$ cat config.mk
export PLATFORM = sky130hd
export DESIGN_NAME = fade_ordered_dither_pattern
export DESIGN_NICKNAME = d
export VERILOG_FILES = /design/src/rtl/fodp_pkg.sv /design/src/rtl/fodp_queue.sv /design/src/rtl/fodp_div.sv /design/src/rtl/fodp_front.sv /design/src/rtl/fodp_back.sv /design/src/rtl/fade_ordered_dither_pattern.sv
export SDC_FILE = /design/constraint.sdc
export NUM_CORES = 1
export LEC_CHECK = 0
export BUFFER_PORTS_ARGS = -buffer_cell sky130_fd_sc_hd__buf_2
export CORE_ASPECT_RATIO = 1.25
export CORE_MARGIN = 3
export CORE_UTILIZATION = 30
export DETAILED_ROUTE_END_ITERATION = 7
export MAX_ROUTING_LAYER = met4
export PLACE_DENSITY = 0.49
export SYNTH_ARGS = -nofsm -noshare
export SYNTH_HDL_FRONTEND = slang
export SYNTH_HIERARCHICAL = 1
export SYNTH_SLANG_ARGS = --single-unit
export TNS_END_PERCENT = 100
$ cat constraint.sdc
create_clock -name clk_i -period 23.6 [get_ports clk_i]
set_input_delay 2.36 -clock clk_i [delete_from_list [all_inputs] [get_ports clk_i]]
set_output_delay 2.36 -clock clk_i [all_outputs]
set_load 0.03 [all_outputs]
$ cat src/rtl/fodp_pkg.sv
// ----------------------------------------------------------------------------
// Fade dither package
// Codes, widths, the 8x8 Bayer table and the mask builder of the fade engine.
// ----------------------------------------------------------------------------
package fodp_pkg;

  localparam int TIME_BITS_DEF   = 16;
  localparam int QUEUE_DEPTH_DEF = 2;

  localparam int FIELD_W    = 16;   // delta_time and fade_length
  localparam int PROG_W     = 9;
  localparam int THR_W      = 7;
  localparam int MASK_W     = 64;
  localparam int QUOT_W     = 9;
  localparam int DIV_CNT_W  = 4;

  localparam logic [PROG_W-1:0]    PROG_FULL   = 9'd256;
  localparam logic [DIV_CNT_W-1:0] PROG_STEPS  = 4'd9;
  localparam logic [DIV_CNT_W-1:0] THR_STEPS   = 4'd7;

  typedef enum logic [1:0] {
    MODE_TICK  = 2'd0,
    MODE_START = 2'd1,
    MODE_STOP  = 2'd2
  } mode_e;

  typedef enum logic [1:0] {
    DIR_NONE = 2'd0,
    DIR_IN   = 2'd1,
    DIR_OUT  = 2'd2
  } dir_e;

  typedef enum logic [1:0] {
    DRAW_NONE   = 2'd0,
    DRAW_SOLID  = 2'd1,
    DRAW_DITHER = 2'd2
  } draw_kind_e;

  typedef enum logic [1:0] {
    CFG_WHITE     = 2'd0,
    CFG_DIRECTION = 2'd1,
    CFG_LENGTH    = 2'd2
  } cfg_idx_e;

  // Classification of one result, decided in the front end.
  typedef struct packed {
    draw_kind_e kind;
    logic       white;
    logic       active;
  } cls_t;

  localparam logic [5:0] BAYER [64] = '{
    6'd0,  6'd48, 6'd12, 6'd60, 6'd3,  6'd51, 6'd15, 6'd63,
    6'd32, 6'd16, 6'd44, 6'd28, 6'd35, 6'd19, 6'd47, 6'd31,
    6'd8,  6'd56, 6'd4,  6'd52, 6'd11, 6'd59, 6'd7,  6'd55,
    6'd40, 6'd24, 6'd36, 6'd20, 6'd43, 6'd27, 6'd39, 6'd23,
    6'd2,  6'd50, 6'd14, 6'd62, 6'd1,  6'd49, 6'd13, 6'd61,
    6'd34, 6'd18, 6'd46, 6'd30, 6'd33, 6'd17, 6'd45, 6'd29,
    6'd10, 6'd58, 6'd6,  6'd54, 6'd9,  6'd57, 6'd5,  6'd53,
    6'd42, 6'd26, 6'd38, 6'd22, 6'd41, 6'd25, 6'd37, 6'd21
  };

  // Row 0 lands in the top byte, column 0 in bit 7 of each byte.
  function automatic logic [MASK_W-1:0] build_mask(input logic [THR_W-1:0] thr);
    logic [MASK_W-1:0] m;
    m = '0;
    for (int i = 0; i < MASK_W; i++) begin
      m[MASK_W-1-i] = ({1'b0, BAYER[i]} < thr);
    end
    return m;
  endfunction

endpackage

$ cat src/rtl/fodp_queue.sv
// ----------------------------------------------------------------------------
// Fade dither job queue
// Small register FIFO between the front end and the back end.
// ----------------------------------------------------------------------------
module fodp_queue #(
  parameter int W     = 8,
  parameter int DEPTH = fodp_pkg::QUEUE_DEPTH_DEF
) (
  input  logic         clk_i,
  input  logic         rst_ni,
  input  logic         push_i,
  input  logic [W-1:0] data_i,
  output logic         full_o,
  input  logic         pop_i,
  output logic         empty_o,
  output logic [W-1:0] data_o
);

  localparam int PW = (DEPTH > 1) ? $clog2(DEPTH) : 1;
  localparam int CW = $clog2(DEPTH + 1);

  logic [W-1:0]  mem_q [DEPTH];
  logic [PW-1:0] wr_ptr_q, wr_ptr_d;
  logic [PW-1:0] rd_ptr_q, rd_ptr_d;
  logic [CW-1:0] count_q, count_d;
  logic          do_push, do_pop;

  assign full_o  = (count_q == CW'(DEPTH));
  assign empty_o = (count_q == '0);
  assign data_o  = mem_q[rd_ptr_q];
  assign do_push = push_i && !full_o;
  assign do_pop  = pop_i && !empty_o;

  always_comb begin
    wr_ptr_d = wr_ptr_q;
    rd_ptr_d = rd_ptr_q;
    count_d  = count_q;
    if (do_push) begin
      wr_ptr_d = (wr_ptr_q == PW'(DEPTH - 1)) ? '0 : wr_ptr_q + 1'b1;
    end
    if (do_pop) begin
      rd_ptr_d = (rd_ptr_q == PW'(DEPTH - 1)) ? '0 : rd_ptr_q + 1'b1;
    end
    if (do_push && !do_pop) begin
      count_d = count_q + 1'b1;
    end else if (do_pop && !do_push) begin
      count_d = count_q - 1'b1;
    end
  end

  always_ff @(posedge clk_i or negedge rst_ni) begin
    if (!rst_ni) begin
      wr_ptr_q <= '0;
      rd_ptr_q <= '0;
      count_q  <= '0;
    end else begin
      wr_ptr_q <= wr_ptr_d;
      rd_ptr_q <= rd_ptr_d;
      count_q  <= count_d;
    end
  end

  always_ff @(posedge clk_i) begin
    if (do_push) begin
      mem_q[wr_ptr_q] <= data_i;
    end
  end

endmodule

$ cat src/rtl/fodp_div.sv
// ----------------------------------------------------------------------------
// Fade dither divider
// Restoring divider, one quotient bit per cycle, shared by progress and
// threshold.
// ----------------------------------------------------------------------------
module fodp_div #(
  parameter int TIME_BITS = fodp_pkg::TIME_BITS_DEF
) (
  input  logic                           clk_i,
  input  logic                           rst_ni,
  input  logic                           start_i,
  input  logic [TIME_BITS:0]             rem_i,
  input  logic [fodp_pkg::QUOT_W-1:0]    low_i,
  input  logic [TIME_BITS:0]             div_i,
  input  logic [fodp_pkg::DIV_CNT_W-1:0] steps_i,
  output logic                           done_o,
  output logic [fodp_pkg::QUOT_W-1:0]    quot_o
);

  localparam int RW = TIME_BITS + 1;

  logic [RW-1:0]                    rem_q, rem_d;
  logic [RW-1:0]                    div_q;
  logic [fodp_pkg::QUOT_W-1:0]      low_q, low_d;
  logic [fodp_pkg::QUOT_W-1:0]      quot_q, quot_d;
  logic [fodp_pkg::DIV_CNT_W-1:0]   cnt_q;
  logic                             busy_q, done_q;
  logic [RW:0]                      rem_sh, rem_sub;
  logic                             ge;

  // Bring down the next numerator bit, subtract when it fits.
  always_comb begin
    rem_sh  = {rem_q, low_q[fodp_pkg::QUOT_W-1]};
    ge      = (rem_sh >= {1'b0, div_q});
    rem_sub = rem_sh - {1'b0, div_q};
    rem_d   = ge ? rem_sub[RW-1:0] : rem_sh[RW-1:0];
    low_d   = {low_q[fodp_pkg::QUOT_W-2:0], 1'b0};
    quot_d  = {quot_q[fodp_pkg::QUOT_W-2:0], ge};
  end

  assign done_o = done_q;
  assign quot_o = quot_q;

  always_ff @(posedge clk_i or negedge rst_ni) begin
    if (!rst_ni) begin
      rem_q  <= '0;
      div_q  <= '0;
      low_q  <= '0;
      quot_q <= '0;
      cnt_q  <= '0;
      busy_q <= 1'b0;
      done_q <= 1'b0;
    end else begin
      done_q <= 1'b0;
      if (start_i) begin
        rem_q  <= rem_i;
        div_q  <= div_i;
        low_q  <= low_i;
        quot_q <= '0;
        cnt_q  <= steps_i;
        busy_q <= 1'b1;
      end else if (busy_q) begin
        rem_q  <= rem_d;
        low_q  <= low_d;
        quot_q <= quot_d;
        cnt_q  <= cnt_q - 1'b1;
        if (cnt_q == fodp_pkg::DIV_CNT_W'(1)) begin
          busy_q <= 1'b0;
          done_q <= 1'b1;
        end
      end
    end
  end

endmodule

$ cat src/rtl/fodp_front.sv
// ----------------------------------------------------------------------------
// Fade dither front end
// Holds the registers and fade state, applies each item and classifies the
// result for the back end.
// ----------------------------------------------------------------------------
module fodp_front #(
  parameter int TIME_BITS = fodp_pkg::TIME_BITS_DEF
) (
  input  logic                         clk_i,
  input  logic                         rst_ni,
  input  logic                         cfg_valid_i,
  output logic                         cfg_ready_o,
  input  logic [1:0]                   cfg_index_i,
  input  logic [fodp_pkg::FIELD_W-1:0] cfg_data_i,
  input  logic                         in_valid_i,
  output logic                         in_ready_o,
  input  logic [1:0]                   mode_i,
  input  logic [fodp_pkg::FIELD_W-1:0] delta_time_i,
  input  logic                         full_i,
  output logic                         push_o,
  output fodp_pkg::cls_t               cls_o,
  output logic [TIME_BITS-1:0]         len_o,
  output logic [TIME_BITS-1:0]         elapsed_o,
  output logic [TIME_BITS-1:0]         num_o
);

  localparam int LW = (TIME_BITS > fodp_pkg::FIELD_W) ? TIME_BITS : fodp_pkg::FIELD_W;
  localparam int SW = LW + 1;
  localparam logic [SW-1:0] TMAX = {{(SW - TIME_BITS){1'b0}}, {TIME_BITS{1'b1}}};

  logic                         fade_white_q;
  logic [1:0]                   fade_dir_q;
  logic [fodp_pkg::FIELD_W-1:0] fade_len_q;

  logic [TIME_BITS-1:0] elapsed_q, elapsed_d;
  logic                 running_q, running_d;
  fodp_pkg::dir_e       dir_q, dir_d;
  logic                 white_q, white_d;
  logic [TIME_BITS-1:0] len_q, len_d;

  logic                 accept;
  logic [SW-1:0]        cfg_len_w, cfg_len_sat;
  logic [TIME_BITS-1:0] start_len;
  logic [SW-1:0]        sum_w, sum_sat;
  logic [TIME_BITS-1:0] e_c, num;
  fodp_pkg::cls_t       cls;

  assign cfg_ready_o = 1'b1;
  assign in_ready_o  = !full_i;
  assign accept      = in_valid_i && in_ready_o;

  // Saturate the latched length into the time range, never below one.
  always_comb begin
    cfg_len_w   = SW'(fade_len_q);
    cfg_len_sat = (cfg_len_w > TMAX) ? TMAX : cfg_len_w;
    start_len   = cfg_len_sat[TIME_BITS-1:0];
    if (start_len == '0) begin
      start_len = TIME_BITS'(1);
    end
    sum_w   = SW'(elapsed_q) + SW'(delta_time_i);
    sum_sat = (sum_w > TMAX) ? TMAX : sum_w;
  end

  always_comb begin
    elapsed_d = elapsed_q;
    running_d = running_q;
    dir_d     = dir_q;
    white_d   = white_q;
    len_d     = len_q;
    if (accept) begin
      unique case (mode_i)
        fodp_pkg::MODE_TICK: begin
          if (running_q) begin
            if (sum_sat >= SW'(len_q)) begin
              elapsed_d = len_q;
              running_d = 1'b0;
            end else begin
              elapsed_d = sum_sat[TIME_BITS-1:0];
            end
          end
        end
        fodp_pkg::MODE_START: begin
          if (fade_dir_q == fodp_pkg::DIR_IN || fade_dir_q == fodp_pkg::DIR_OUT) begin
            white_d   = fade_white_q;
            dir_d     = fodp_pkg::dir_e'(fade_dir_q);
            len_d     = start_len;
            elapsed_d = '0;
            running_d = 1'b1;
          end else begin
            dir_d     = fodp_pkg::DIR_NONE;
            len_d     = '0;
            elapsed_d = '0;
            running_d = 1'b0;
          end
        end
        fodp_pkg::MODE_STOP: begin
          dir_d     = fodp_pkg::DIR_NONE;
          len_d     = '0;
          elapsed_d = '0;
          running_d = 1'b0;
        end
        default: begin
        end
      endcase
    end
  end

  // Classify from the state after the item.
  always_comb begin
    e_c        = (elapsed_d > len_d) ? len_d : elapsed_d;
    num        = (dir_d == fodp_pkg::DIR_IN) ? (len_d - e_c) : e_c;
    cls.kind   = fodp_pkg::DRAW_NONE;
    cls.white  = 1'b0;
    cls.active = running_d;
    if (dir_d == fodp_pkg::DIR_IN || dir_d == fodp_pkg::DIR_OUT) begin
      if (len_d == '0) begin
        cls.kind = fodp_pkg::DRAW_SOLID;
      end else if (num == '0) begin
        cls.kind = fodp_pkg::DRAW_NONE;
      end else if (num >= len_d) begin
        cls.kind = fodp_pkg::DRAW_SOLID;
      end else begin
        cls.kind = fodp_pkg::DRAW_DITHER;
      end
      if (cls.kind != fodp_pkg::DRAW_NONE) begin
        cls.white = white_d;
      end
    end
  end

  assign push_o    = accept;
  assign cls_o     = cls;
  assign len_o     = len_d;
  assign elapsed_o = elapsed_d;
  assign num_o     = num;

  always_ff @(posedge clk_i or negedge rst_ni) begin
    if (!rst_ni) begin
      fade_white_q <= 1'b0;
      fade_dir_q   <= fodp_pkg::DIR_NONE;
      fade_len_q   <= fodp_pkg::FIELD_W'(1);
      elapsed_q    <= '0;
      running_q    <= 1'b0;
      dir_q        <= fodp_pkg::DIR_NONE;
      white_q      <= 1'b0;
      len_q        <= '0;
    end else begin
      if (cfg_valid_i && cfg_ready_o) begin
        unique case (cfg_index_i)
          fodp_pkg::CFG_WHITE:     fade_white_q <= cfg_data_i[0];
          fodp_pkg::CFG_DIRECTION: fade_dir_q   <= cfg_data_i[1:0];
          fodp_pkg::CFG_LENGTH:    fade_len_q   <= cfg_data_i;
          default: begin
          end
        endcase
      end
      elapsed_q <= elapsed_d;
      running_q <= running_d;
      dir_q     <= dir_d;
      white_q   <= white_d;
      len_q     <= len_d;
    end
  end

endmodule

$ cat src/rtl/fodp_back.sv
// ----------------------------------------------------------------------------
// Fade dither back end
// Pops classified jobs, runs progress and threshold through the shared
// divider, builds the mask and holds the result register.
// ----------------------------------------------------------------------------
module fodp_back #(
  parameter int TIME_BITS = fodp_pkg::TIME_BITS_DEF
) (
  input  logic                        clk_i,
  input  logic                        rst_ni,
  input  logic                        empty_i,
  output logic                        pop_o,
  input  fodp_pkg::cls_t              cls_i,
  input  logic [TIME_BITS-1:0]        len_i,
  input  logic [TIME_BITS-1:0]        elapsed_i,
  input  logic [TIME_BITS-1:0]        num_i,
  output logic                        out_valid_o,
  input  logic                        out_ready_i,
  output logic [1:0]                  draw_kind_o,
  output logic                        draw_white_o,
  output logic [fodp_pkg::MASK_W-1:0] mask_rows_o,
  output logic                        is_active_o,
  output logic [fodp_pkg::PROG_W-1:0] progress_o
);

  localparam int RW = TIME_BITS + 1;

  typedef enum logic [1:0] {
    ST_IDLE,
    ST_PROG,
    ST_THR
  } state_e;

  state_e                         state_q;
  fodp_pkg::cls_t                 cls_q;
  logic [TIME_BITS-1:0]           len_q;
  logic [TIME_BITS-1:0]           num_q;

  logic                           out_valid_q;
  logic [1:0]                     kind_q;
  logic                           white_q;
  logic [fodp_pkg::MASK_W-1:0]    mask_q;
  logic                           active_q;
  logic [fodp_pkg::PROG_W-1:0]    prog_q;

  logic                           div_start;
  logic [RW-1:0]                  div_rem;
  logic [fodp_pkg::QUOT_W-1:0]    div_low;
  logic [RW-1:0]                  div_den;
  logic [fodp_pkg::DIV_CNT_W-1:0] div_steps;
  logic                           div_done;
  logic [fodp_pkg::QUOT_W-1:0]    div_quot;

  assign pop_o = (state_q == ST_IDLE) && !empty_i && !out_valid_q;

  // Progress: 256*elapsed / length. Threshold: (128*num + length) / (2*length).
  always_comb begin
    div_start = 1'b0;
    div_rem   = RW'(elapsed_i >> 1);
    div_low   = {elapsed_i[0], 8'b0};
    div_den   = RW'(len_i);
    div_steps = fodp_pkg::PROG_STEPS;
    if (pop_o && len_i != '0) begin
      div_start = 1'b1;
    end else if (state_q == ST_PROG && div_done && cls_q.kind == fodp_pkg::DRAW_DITHER) begin
      div_start = 1'b1;
      div_rem   = RW'(num_q) + RW'(len_q >> 7);
      div_low   = {len_q[6:0], 2'b0};
      div_den   = {len_q, 1'b0};
      div_steps = fodp_pkg::THR_STEPS;
    end
  end

  fodp_div #(
    .TIME_BITS(TIME_BITS)
  ) u_div (
    .clk_i  (clk_i),
    .rst_ni (rst_ni),
    .start_i(div_start),
    .rem_i  (div_rem),
    .low_i  (div_low),
    .div_i  (div_den),
    .steps_i(div_steps),
    .done_o (div_done),
    .quot_o (div_quot)
  );

  always_ff @(posedge clk_i or negedge rst_ni) begin
    if (!rst_ni) begin
      state_q     <= ST_IDLE;
      cls_q       <= '0;
      len_q       <= '0;
      num_q       <= '0;
      out_valid_q <= 1'b0;
      kind_q      <= fodp_pkg::DRAW_NONE;
      white_q     <= 1'b0;
      mask_q      <= '0;
      active_q    <= 1'b0;
      prog_q      <= '0;
    end else begin
      if (out_valid_q && out_ready_i) begin
        out_valid_q <= 1'b0;
      end
      unique case (state_q)
        ST_IDLE: begin
          if (pop_o) begin
            cls_q    <= cls_i;
            len_q    <= len_i;
            num_q    <= num_i;
            kind_q   <= cls_i.kind;
            white_q  <= cls_i.white;
            active_q <= cls_i.active;
            mask_q   <= '0;
            if (len_i == '0) begin
              // Stopped: nothing to divide.
              prog_q      <= fodp_pkg::PROG_FULL;
              out_valid_q <= 1'b1;
            end else begin
              state_q <= ST_PROG;
            end
          end
        end
        ST_PROG: begin
          if (div_done) begin
            prog_q <= div_quot;
            if (cls_q.kind == fodp_pkg::DRAW_DITHER) begin
              state_q <= ST_THR;
            end else begin
              out_valid_q <= 1'b1;
              state_q     <= ST_IDLE;
            end
          end
        end
        ST_THR: begin
          if (div_done) begin
            mask_q      <= fodp_pkg::build_mask(div_quot[fodp_pkg::THR_W-1:0]);
            out_valid_q <= 1'b1;
            state_q     <= ST_IDLE;
          end
        end
        default: begin
          state_q <= ST_IDLE;
        end
      endcase
    end
  end

  assign out_valid_o  = out_valid_q;
  assign draw_kind_o  = kind_q;
  assign draw_white_o = white_q;
  assign mask_rows_o  = mask_q;
  assign is_active_o  = active_q;
  assign progress_o   = prog_q;

endmodule

$ cat src/rtl/fade_ordered_dither_pattern.sv
// ----------------------------------------------------------------------------
// Fade engine with ordered-dither mask
// Screen fade timing with an 8x8 Bayer mask result per start, stop or tick.
// ----------------------------------------------------------------------------
//  Channel  Dir  Handshake                  Payload
//  cfg      in   cfg_valid_i / cfg_ready_o  cfg_index_i, cfg_data_i
//  in       in   in_valid_i / in_ready_o    mode_i, delta_time_i
//  out      out  out_valid_o / out_ready_i  draw_kind_o, draw_white_o,
//                                           mask_rows_o, is_active_o, progress_o
//
// The front end applies an item in the cycle it is accepted; the queue holds
// up to QUEUE_DEPTH jobs. The back end runs one job at a time through a shared
// bit-serial divider: 9 progress steps for a plain result, and 7 threshold
// steps more for a dither mask; a stopped result skips the divider.
// Reset is asynchronous and clears all control state; no clearing pass.
// A stalled output holds the back end; the front takes items until the queue fills.
// ----------------------------------------------------------------------------
module fade_ordered_dither_pattern #(
  parameter int TIME_BITS   = fodp_pkg::TIME_BITS_DEF,
  parameter int QUEUE_DEPTH = fodp_pkg::QUEUE_DEPTH_DEF
) (
  input  logic                         clk_i,
  input  logic                         rst_ni,
  input  logic                         cfg_valid_i,
  output logic                         cfg_ready_o,
  input  logic [1:0]                   cfg_index_i,
  input  logic [fodp_pkg::FIELD_W-1:0] cfg_data_i,
  input  logic                         in_valid_i,
  output logic                         in_ready_o,
  input  logic [1:0]                   mode_i,
  input  logic [fodp_pkg::FIELD_W-1:0] delta_time_i,
  output logic                         out_valid_o,
  input  logic                         out_ready_i,
  output logic [1:0]                   draw_kind_o,
  output logic                         draw_white_o,
  output logic [fodp_pkg::MASK_W-1:0]  mask_rows_o,
  output logic                         is_active_o,
  output logic [fodp_pkg::PROG_W-1:0]  progress_o
);

  localparam int CLS_W = $bits(fodp_pkg::cls_t);
  localparam int JOB_W = CLS_W + 3 * TIME_BITS;

  logic                 push, full, pop, empty;
  fodp_pkg::cls_t       f_cls, b_cls;
  logic [TIME_BITS-1:0] f_len, f_elapsed, f_num;
  logic [TIME_BITS-1:0] b_len, b_elapsed, b_num;
  logic [JOB_W-1:0]     q_in, q_out;

  fodp_front #(
    .TIME_BITS(TIME_BITS)
  ) u_front (
    .clk_i       (clk_i),
    .rst_ni      (rst_ni),
    .cfg_valid_i (cfg_valid_i),
    .cfg_ready_o (cfg_ready_o),
    .cfg_index_i (cfg_index_i),
    .cfg_data_i  (cfg_data_i),
    .in_valid_i  (in_valid_i),
    .in_ready_o  (in_ready_o),
    .mode_i      (mode_i),
    .delta_time_i(delta_time_i),
    .full_i      (full),
    .push_o      (push),
    .cls_o       (f_cls),
    .len_o       (f_len),
    .elapsed_o   (f_elapsed),
    .num_o       (f_num)
  );

  assign q_in = {f_cls, f_len, f_elapsed, f_num};

  fodp_queue #(
    .W    (JOB_W),
    .DEPTH(QUEUE_DEPTH)
  ) u_queue (
    .clk_i  (clk_i),
    .rst_ni (rst_ni),
    .push_i (push),
    .data_i (q_in),
    .full_o (full),
    .pop_i  (pop),
    .empty_o(empty),
    .data_o (q_out)
  );

  assign {b_cls, b_len, b_elapsed, b_num} = q_out;

  fodp_back #(
    .TIME_BITS(TIME_BITS)
  ) u_back (
    .clk_i       (clk_i),
    .rst_ni      (rst_ni),
    .empty_i     (empty),
    .pop_o       (pop),
    .cls_i       (b_cls),
    .len_i       (b_len),
    .elapsed_i   (b_elapsed),
    .num_i       (b_num),
    .out_valid_o (out_valid_o),
    .out_ready_i (out_ready_i),
    .draw_kind_o (draw_kind_o),
    .draw_white_o(draw_white_o),
    .mask_rows_o (mask_rows_o),
    .is_active_o (is_active_o),
    .progress_o  (progress_o)
  );

endmodule

* Yosys cells after proc, flatten, opt, wreduce, memory -nomap -nowiden
Memories as Yosys holds them, arrays and structs flattened.
Index checks and enable logic that the tools add are counted.
** Storage, ports and cells
- Register bits after elaboration :: 229
- Latch bits :: 0
- Word-level logic and storage cells :: 243
- ROM bits :: 0
- Output and inout port bits :: 80
- Memories :: 1
- Bits in writable memories :: 104
- Input port bits :: 41
** Memory list
- u_queue.mem_q :: depth 2, width 52, rd ports 1, clocked after Yosys merged registers in 0, write ports 1, RTL line fodp_queue.sv:22 : logic [W-1:0] mem_q [DEPTH];
** Cells by class
- Order comparisons :: 69
- Bitwise gates (word level) :: 0
- Muxes and demuxes :: 79
- Div/mod/pow operators :: 0
- $add $sub $neg :: 9
- $mul :: 0
- Shifts and indexed selects :: 0
- Reduce and logical (&&, ||, !) cells :: 40
- Equality and inequality tests :: 18
** Operator list (number)
- $lt 6x7->1 const A :: 32
- $mux 17 :: 8
- $mux 16 :: 8
- $mux 64 :: 2
- $pmux 64 s2 :: 1
- $lt 5x7->1 const A :: 16
- $mux 9 :: 9
- $logic_not 16->1 :: 4
- $pmux 16 s2 :: 2
- $lt 4x7->1 const A :: 8
- $lt 3x7->1 const A :: 4
- $mux 1 :: 26
- $mux 2 :: 13
- $ge 18x17->1 :: 1
- $pmux 9 s2 :: 1
- $add 16x16->17 :: 1
- $add 16x9->17 :: 1
- $ge 17x16->1 :: 1
- $gt 17x16->1 const B :: 1
- $sub 17x17->17 :: 1
- $ge 16x16->1 :: 1
- $gt 16x16->1 :: 1
- $mux 4 :: 4
- $reduce_bool 16->1 :: 1
- other kinds (25) :: 68

* Longest topological paths before layout
- Word-level depth :: 20
- Mapped depth :: 48
- Depth with buffers taken out :: 44

* By module
The synthesis kept the hierarchy.
** Modules (own cells, without submodules)
- fodp_front :: area each 5851.9 um2, cells an instance 712, times used 1, sequential area each 1377.6 um2
- fodp_back :: area each 5514.0 um2, cells an instance 556, times used 1, sequential area each 2802.7 um2
- fodp_queue :: area each 4200.3 um2, cells an instance 181, times used 1, sequential area each 3223.1 um2
- fodp_div :: area each 3583.4 um2, cells an instance 389, times used 1, sequential area each 1451.4 um2

* Worst setup path after synthesis
No wires, ideal clock.
- Kind :: input port to flip-flop
- From :: in delta_time_i[0] (netlist bit)
- To :: mem u_queue/mem_q[0][51] (netlist bit), data pin
- Stages on the path :: 46
- Setup time :: 0.157 ns
- Buffers on the path :: 5
- Data required time :: 23.443 ns
- Data arrival time :: 10.783 ns
- Path slack :: 12.660 ns
- Path through :: ha_1 -> inv_1 -> fa_1 -> nand2b_1 -> a21oi_2 -> o21ai_2 -> o21ba_2 -> o21ai_0 -> xor2_1 -> nand2b_1 -> ha_1 -> nand3_2 -> nor4_1 -> o31ai_1 -> and3_1 -> buf_4 -> buf_2 -> a31oi_1 -> [10 not listed] -> buf_1 -> nor2_1 -> a21oi_1 -> ha_1 -> or4_4 -> o21ai_2 -> a21oi_2 -> a221oi_2 -> xnor2_1 -> mux2_4 -> a21o_1 -> ha_1 -> nand3_1 -> nor2_1 -> a2111oi_0 -> o31ai_1 -> a211o_1 -> a21oi_1
** RTL lines
- from (decl) :: RTL line fade_ordered_dither_pattern.sv:31 : input logic [fodp_pkg::FIELD_W-1:0] delta_time_i,
- to (decl) :: RTL line fodp_queue.sv:22

==> impl_metrics.tcl <==
set metrics [dict create \
    status "finished, final reports clean" \
    synth_edf_count 104 \
    nFillCells 6398 \
    grt_max_degree 112 \
    max_stage_delay_ns 0.67 \
    ys_ff_latch 333 \
    antenna_found_initial 0 \
    cts_buffers 40 \
    nets 2091 \
    cts_setup_buffers 0 \
    dr.pass1.iters 5 \
    cp.arrival_ns 12.24 \
    end_kind "flop" \
    crit_slowest_cell "and3_1" \
    async_flop_share 0.6877 \
    area_growth_pct 14.32 \
    clk_latency_ns 0.58 \
    fin_crit_ns 11.83 \
    finalSetupViolCount 0 \
    finalCritPeriodShare 0.5011 \
    wire_per_inst_um 20.05 \
    drive_above_1_share 0.1833 \
    htreeDepth 2 \
    cp-start-kind "input port" \
    maxCapViolCount 0 \
    skew_ns 0.03430 \
    yosys.cell_types.count 95 \
    tightest_slew_ns 1.228 \
    grt_util_all_layers 0.1706 \
    synth_top_area_cell "dfrtp_1" \
    worstPathRequired_ns 24.02 \
    start_util 0.3062 \
    dp_hpwl_um 41520 \
    remaining_drc_errors 0 \
    max_freq_ghz 0.08456 \
    cts_tree "done" \
    slew_viol_final 0 \
    rsz0062_at_grt "false" \
    place.gp.congestion 0.8825 \
    dieArea_mm2 0.06692 \
    die_h_um 288.5 \
    syn_inst 1838 \
    yosysMostFrequentCell "nand2_1" \
    vias 14390 \
    globalRouteOverflowTotal 0 \
    finalSetupTns_ns 0 \
    ys_top_cells_by_area "dfrtp_1 30%, edfxtp_1 16%, ha_1 7.4%, nand2_1 4.9%, mux2_4 3.9%" \
    fp.dieW_um 232.0 \
    cts_buffer_depth 3 \
    n_antenna_cell 0 \
    hold_buffers 0 \
    setup_slack_ns 11.77 \
    ys_seq_area_frac 0.4624 \
    crit_top_cell "ha_1" \
    viasPerCell 5.146 \
    pin_count 121 \
    clkTransAtPathRegs_ns 0.07 \
    synth_common_cells "249 x nand2_1, 228 x dfrtp_1, 114 x ha_1" \
    synth_top_area_share 0.2979 \
    wl_um 56060 \
    netlist_area_mm2 0.01915 \
    design.core.area_mm2 0.06254 \
    hold_viol 0 \
    first_global_vias 14420 \
    r2r_cells 41 \
    cp_max_fo 35 \
    hold_class "reg2reg" \
    clock_sinks 333 \
    grt_pass1_wl_um 86080 \
    cts_root_buffer "clkbuf_16" \
    port_buffers 119 \
    place_ws_ns 11.23 \
    drt_first_iter_violations 921 \
    synth_area_per_cell_um2 10.42 \
    hold_depth 2 \
    cts_resized 0 \
    postRouteAntennaNets 0 \
    synth_warnings 6 \
    rows 102 \
    maxSlewHeadroom 0.1601 \
    crit_type "in2reg" \
    synthFlopType "dfrtp_1" \
]
==> sequential cells by signal (all words and copies together), names as in the netlist, 4 cells and up <==
signal,cells
u_queue/mem_q,104
u_back/u_div/rem_q,17
u_back/u_div/cnt_q,4
u_back/progress_o,9
u_back/u_div/div_q,17
u_back/u_div/low_q,9
u_back/num_q,16
u_back/u_div/quot_o,9
u_front/fade_len_q,16
u_back/mask_rows_o,64
u_back/len_q,16
u_front/elapsed_q,16
u_front/len_q,16
==> critical path, delay by kind of cell <==
family | cells | cell delay (ns)
simple gates | 12 | 2.33
buf+inv | 3 | 0.48
fa+ha+maj | 7 | 2.20
mux | 1 | 0.17
xor+xnor | 1 | 0.25
compound gates | 21 | 4.41
==> final timing paths <==
path	start	to	slack, ns
max	delta_time_i[0]	u_queue/mem_q[1][51]	11.77
min	u_back/mask_rows_o[57]	u_back/mask_rows_o[57]	0.47
max reg2reg	u_front/elapsed_q[1]	u_queue/mem_q[1][51]	13.19
min reg2reg	u_back/mask_rows_o[57]	u_back/mask_rows_o[57]	0.47
max in group asynchronous	rst_ni	u_queue/rd_ptr_q	20.29
min in group asynchronous	rst_ni	u_back/mask_rows_o[21]	1.84
==> cells by family after synthesis <==
group / after synthesis / share of synthesized area
flip-flops: 333 / 0.4624
other: 3 / 0.0005880
XOR/XNOR: 46 / 0.02104
buffers and inverters: 176 / 0.04423
AO/OA/AOI/OAI: 477 / 0.1643
multiplexers: 150 / 0.09624
adder cells (fa/ha/maj): 118 / 0.07867
AND/OR/NAND/NOR: 535 / 0.1325
==> per-layer routing <==
metal	vias to the layer above	share of wire	GRT usage
li1	6860	-	-
met1	7070	0.42	0.2015
met2	329	0.50	0.2924
met3	130	0.036	0.02210
met4	0	0.047	0.07300
met5	-	0	-
==> area by class of cell <==
type                    instances  area, um^2  area share
repair buffers                139       755.7     0.03452
flip-flops and latches        333        8857      0.4046
well taps                     832        1041     0.04755
inverters                      88       330.3     0.01509
multi-input cells            1330        9463      0.4323
clock buffers                  51        1082     0.04944
clock inverters                23       361.6     0.01652
==> layout by cell type, fill, tap and decap left out, drive strengths merged, types with 15 or more instances in the layout <==
cell	instances
dfrtp	228
nor4	15
a21oi	111
mux2i	36
nor3b	16
nand2b	23
edfxtp	104
nand3	31
ha	114
a22oi	16
nor3	22
and3	15
inv	89
a211oi	18
and2	15
nand2	249
mux2	113
nor2	96
a21o	43
o21a	17
o21ai	136
clkbuf	51
xnor2	23
a22o	18
buf	139
xor2	23
==> per-stage QoR <==
stage	instances	utilization	instance area (um^2)	hold WS [ns]
2_1_floorplan	1839	-	19150	0.4380
3_3_place_gp	2722	0.3270	20450	0.4540
3_5_place_dp	2722	0.3270	20450	0.4545
4_1_cts	2796	0.3501	21890	0.4741
5_1_grt	2796	0.3501	21890	0.4937
6_report	2796	0.3501	21890	0.4687
Power is not shown: default switching activity piles up to over one toggle a cycle in this logic, so the estimate is an artifact.
